### src/apt_pkg.sv
// shared types and constants for the affine point transform
`default_nettype none

package apt_pkg;

    localparam int COORD_W      = 32;
    localparam int PROD_W       = 2 * COORD_W;
    localparam int SUM_W        = PROD_W + 2;
    localparam int PAIR_W       = 2 * COORD_W;
    localparam int NUM_REGS     = 6;
    localparam int NUM_ENTRIES  = 2 * NUM_REGS;
    localparam int CFG_IDX_W    = 3;
    localparam int FRAC_BITS_DEF = 16;
    localparam int PIPE_DEPTH   = 4;

    localparam logic [COORD_W-1:0] SAT_MAX = {1'b0, {(COORD_W-1){1'b1}}};
    localparam logic [COORD_W-1:0] SAT_MIN = {1'b1, {(COORD_W-1){1'b0}}};

    typedef logic signed [COORD_W-1:0] t_coef;
    typedef t_coef [NUM_ENTRIES-1:0] t_matrix;

endpackage

`default_nettype wire

### src/apt_cfg_regs.sv
// matrix register file, two fixed-point entries per register, reset to identity
`default_nettype none

module apt_cfg_regs #(
    parameter int FRAC_BITS = apt_pkg::FRAC_BITS_DEF
) (
    input  wire logic                           i_clk,
    input  wire logic                           i_rst_n,
    input  wire logic                           i_cfg_valid,
    input  wire logic [apt_pkg::CFG_IDX_W-1:0]  i_cfg_index,
    input  wire logic [apt_pkg::PAIR_W-1:0]     i_cfg_data,
    output apt_pkg::t_matrix                    o_matrix
);

    localparam logic [apt_pkg::PAIR_W-1:0] ONE_PAIR = apt_pkg::PAIR_W'(1) << FRAC_BITS;

    logic [apt_pkg::PAIR_W-1:0] r_pair [apt_pkg::NUM_REGS];

    always_ff @(posedge i_clk) begin
        if (!i_rst_n) begin
            for (int i = 0; i < apt_pkg::NUM_REGS; i++) begin
                // even registers hold a diagonal entry in the low half
                r_pair[i] <= (i % 2 == 0) ? ONE_PAIR : '0;
            end
        end else if (i_cfg_valid
                     && (32'(i_cfg_index) < apt_pkg::NUM_REGS)) begin
            r_pair[i_cfg_index] <= i_cfg_data;
        end
    end

    always_comb begin
        for (int e = 0; e < apt_pkg::NUM_ENTRIES; e++) begin
            if (e % 2 == 1) begin
                o_matrix[e] = r_pair[e/2][apt_pkg::PAIR_W-1:apt_pkg::COORD_W];
            end else begin
                o_matrix[e] = r_pair[e/2][apt_pkg::COORD_W-1:0];
            end
        end
    end

endmodule

`default_nettype wire

### config.mk
export PLATFORM = sky130hd
export DESIGN_NAME = apt_cfg_regs
export DESIGN_NICKNAME = d
export VERILOG_FILES = /design/src/apt_pkg.sv /design/src/apt_cfg_regs.sv
export SDC_FILE = /design/constraint.sdc
export NUM_CORES = 1
export LEC_CHECK = 0
export ABC_AREA = 1
export BUFFER_PORTS_ARGS = -buffer_cell sky130_fd_sc_hd__buf_2
export CAP_MARGIN = 20
export CORE_AREA = 4 4 176 178
export DETAILED_ROUTE_END_ITERATION = 8
export DIE_AREA = 0 0 180 182
export PLACE_DENSITY = 0.76
export RECOVER_POWER = 100
export SETUP_SLACK_MARGIN = 0.3
export SKIP_CTS_REPAIR_TIMING = 1
export SLEW_MARGIN = 10
export SYNTH_ARGS = -nofsm -noshare
export SYNTH_HDL_FRONTEND = slang
export SYNTH_SLANG_ARGS = --single-unit
### constraint.sdc
create_clock -name i_clk -period 6.85 [get_ports i_clk]
set_input_delay 0 -clock i_clk [delete_from_list [all_inputs] [get_ports i_clk]]
set_output_delay 0 -clock i_clk [all_outputs]
set_load 0.02 [all_outputs]
Word level (Yosys, flattened, before mapping)
Memory sizes are Yosys's and may differ from the RTL's.
Cells that the tools add are included.
- multiplexer cells: 7
- reductions and logical operators: 2
- magnitude comparators: 1
- operators by type and width (kind ; number):
    2-to-1 mux 64 bit ; 1
    OR reduction 64 bit ; 1
    2-to-1 mux 1 bit ; 5
    less-than comparator 3 bit, second input constant ; 1
    2-to-1 mux 3 bit ; 1
    logical AND 1 bit ; 1
- register bits: 0
- logic and storage cells: 11
- memory bits (writable): 384
- memories: 1
- memory list (memory ; words ; width ; rd ports ; clocked after memory_dff ; write ports ; RTL line ; RTL):
    r_pair ; 6 ; 64 ; 6 ; 0 ; 6 ; apt_cfg_regs.sv:17 ; logic [apt_pkg::PAIR_W-1:0] r_pair [apt_pkg::NUM_REGS];

Depth between registers and ports, before layout
- depth in word-level cells: 7
- depth in mapped cells: 6
- mapped depth without buffers: 4

Least setup slack after synthesis
Ideal clock, no wire load.
- kind: input -> register
- from: in i_cfg_index[2] (netlist bit)
- to: mem r_pair[5][0] (netlist bit), enable pin
- path slack: 2.644 ns
- stages: 5
- arrival: 3.699 ns
- data required time: 6.343 ns
- cells stage by stage: nand2_1 -> buf_4 -> buf_2 -> nand3_1 -> a21oi_1
- RTL lines (element ; RTL line ; RTL):
    start: declaration ; apt_cfg_regs.sv:10 ; input wire logic [apt_pkg::CFG_IDX_W-1:0] i_cfg_index,
    end: declaration ; apt_cfg_regs.sv:17 ;

==> summary.txt <==
Timing
  • Final worst setup slack: 2.18 ns
  • Setup TNS: 0 ns
  • Worst slew pin tran: 3.15 ns
  • Max Clock Freq: 0.214 GHz
  • Min cycle time layout: 4.67 ns
  • Hold Vio Cnt, Final: 2
  • Final setup vio count: 0
  • Final Max Slew Viols: 429
  • Crit share post-route: 68.2%
  • Setup repair after global routing missed its margin: false
  • Max_slew headroom: -111%
  • Min Hold Slack: -0.0245 ns

Worst hold path
  • Hold Crit Start: i_cfg_data[63]
  • Worst hold path endpoint: r_pair[5][63]$_DFFE_PP_
  • Worst Hold Class: in -> reg
  • Hold path depth: 3

Route
  • Routed length per instance: 21.2 µm
  • # DRC: 0
  • Vias: 9269
  • Final wirelength: 38900 µm
  • Final ANT Viol Nets: 0
  • DRT iter0 DRCs: 927
  • Via density: 5.04
  • DR pass1 iterations: 6

Yosys
  • Synth unique cells: 21
  • Syn avg cell area: 15.7 µm²
  • Synth Cell Area: 14200 µm²
  • Synth top area share: 81.5%
  • Net count after synthesis: 971
  • Top cells by area, synth: edfxtp_1 (81%), nor2_1 (8.4%), nand3_2 (2.9%)
  • Total of warnings raised by yosys: 0
  • Area leader, netlist: edfxtp_1
  • Post-synthesis sequential area ratio: 81.5%
  • Count of state elements after synthesis: 384
  • Post-Synthesis Cells: 901

Layout
  • # diodes: 0
  • Share of post-route cells with drive strength above 1: 8.49%
  • Biggest register: r_pair
  • # nets final: 1489
  • Layout area overhead: 24.4%
  • Flip-flop count of the largest register after layout: 384
  • Most common cell after layout, fill and taps aside: clkbuf_1
  • Largest regs: r_pair (384)
  • Most frequent cells in the layout: clkbuf_1 (401), edfxtp_1 (384), nor2_1 (319)

Pwr
  • Leak pwr: 0.00624 µW
  • Pwr Density: 305 nW/µm²
  • VDD IR-drop max: 0.265 mV

GRT
  • Total track usage: 22.3%
  • First-pass GRT wire length: 56200 µm
  • Overflow after GRT: 0
  • Largest net degree at the start of global routing: 66
  • Initial antenna violation count: 0
  • Number of global-route vias before repair: 9153

Die
  • Core area: 29400 µm²
  • Die area: 32800 µm²
  • Row count: 63
  • DIE WIDTH: 180 µm
  • DIE HEIGHT: 182 µm
  • Boundary pin count: 454
  • Initial Util: 48.1%

CTS
  • Sink Count: 384
  • CTS Buf Count: 38
  • Clock transition at the registers of the reported paths: 0.06 ns
  • Root buf cell: clkbuf_16
  • TritonCTS clock tree: yes
  • CTS H-tree lvls: 2
  • CTS Buffer Depth: 3

Setup path
  • CP max FO: 64
  • CP required: 6.99 ns
  • Critical path launch point type: input port
  • Crit end category: flip-flop
  • Type of the worst setup path: in -> reg
  • CP Data Arrival Time: 4.81 ns

Status
  • Status: complete, but fails checks
  • Failing checks: negative hold slack, max-capacitance violations, max-slew violations

Place
  • Setup WS pre-CTS: 3.57 ns
  • PortBufs: 453
  • Gpl congestion: 0.833
  • Post-DP HPWL: 24400 µm

Flow run
  • Max Cap Viol: 8
==> worst max-delay path, cell delays in order <==
cell and delay [ns]:
dlygate4sd3_1 0.53, clkbuf_1 0.11, nand2_1 0.17, inv_4 0.20, clkbuf_1 0.85, nand4_1 0.46, clkbuf_1 2.22, nor2_1 0.13
==> how the worst max path moves through the flow <==
| stage | startpoint | end | slack [ns] | cells past startpoint |
|---|---|---|---|---|
| after floorplan | i_cfg_index[2] | r_pair[5][0]$_DFFE_PP_ | 2.64 | 5 |
| after global placement | i_rst_n | r_pair[1][32]$_SDFFCE_PN0P_ | 3.66 | 6 |
| after detailed placement | i_rst_n | r_pair[1][53]$_SDFFCE_PN0P_ | 3.57 | 6 |
| after CTS | i_rst_n | r_pair[1][48]$_SDFFCE_PN0P_ | 4.10 | 6 |
| after global routing | i_cfg_valid | r_pair[1][49]$_SDFFCE_PN0P_ | 1.90 | 8 |
| final | i_cfg_valid | r_pair[1][8]$_SDFFCE_PN0P_ | 2.18 | 8 |
==> metrics by stage <==
stage	area (µm²)	power (µW)	utilization, %	cells
floorplan	14200	3150	-	901
global placement	16800	3380	57.0	1705
detailed placement	16800	3390	57.0	1705
CTS	18000	5410	61.1	1774
global route	17600	5540	59.9	1838
finish	17600	5360	59.9	1838
==> cell families (layout without fill, tap and decap cells) <==
family	after synthesis	count (layout)	synth area share, %
AO/OA/AOI/OAI	1	1	0.0353
buffers and inverters	116	663	3.87
flip-flops	384	384	81.5
AND/OR/NAND/NOR	400	400	14.6
==> layer usage <==
metal	track usage (%)	up-vias	share of wire, %
li1	-	4139	-
met1	27.1	4462	36
met2	38.0	565	50
met3	7.79	103	11
met4	6.67	0	3.6
met5	0	-	0
==> cell type report <==
type / count / area [µm²]
Clock inverter: 17 / 155
Fill cell: 2427 / 11800
Inverter: 70 / 265
Tap cell: 390 / 488
Multi-Input combinational cell: 401 / 1640
Clock buffer: 52 / 1070
Timing Repair Buffer: 524 / 2460
Sequential cell: 384 / 11500
==> where the power goes <==
| group | internal [µW] | leakage, µW | switching [µW] |
|---|---|---|---|
| clock network | 1210 | 0.000591 | 841 |
| logic | 106 | 0.00196 | 408 |
| registers | 2750 | 0.00368 | 48.2 |
| total | 4060 | 0.00624 | 1300 |
==> synthesized netlist by cell type <==
cell type  count
edfxtp_1     384
buf_8          1
buf_6          4
a21oi_1        1
nor2_2         1
buf_12         2
nor3_1         1
nand3_2       41
clkbuf_1      11
nand4_2        1
nand2_2        1
nand4_1        4
buf_2         27
inv_1         68
nand3_4       20
nand3_1        7
nand2_1        6
clkinv_1       1
nor2_1       318
buf_4          1
clkinv_2       1
(Power assumes the default switching activity.)
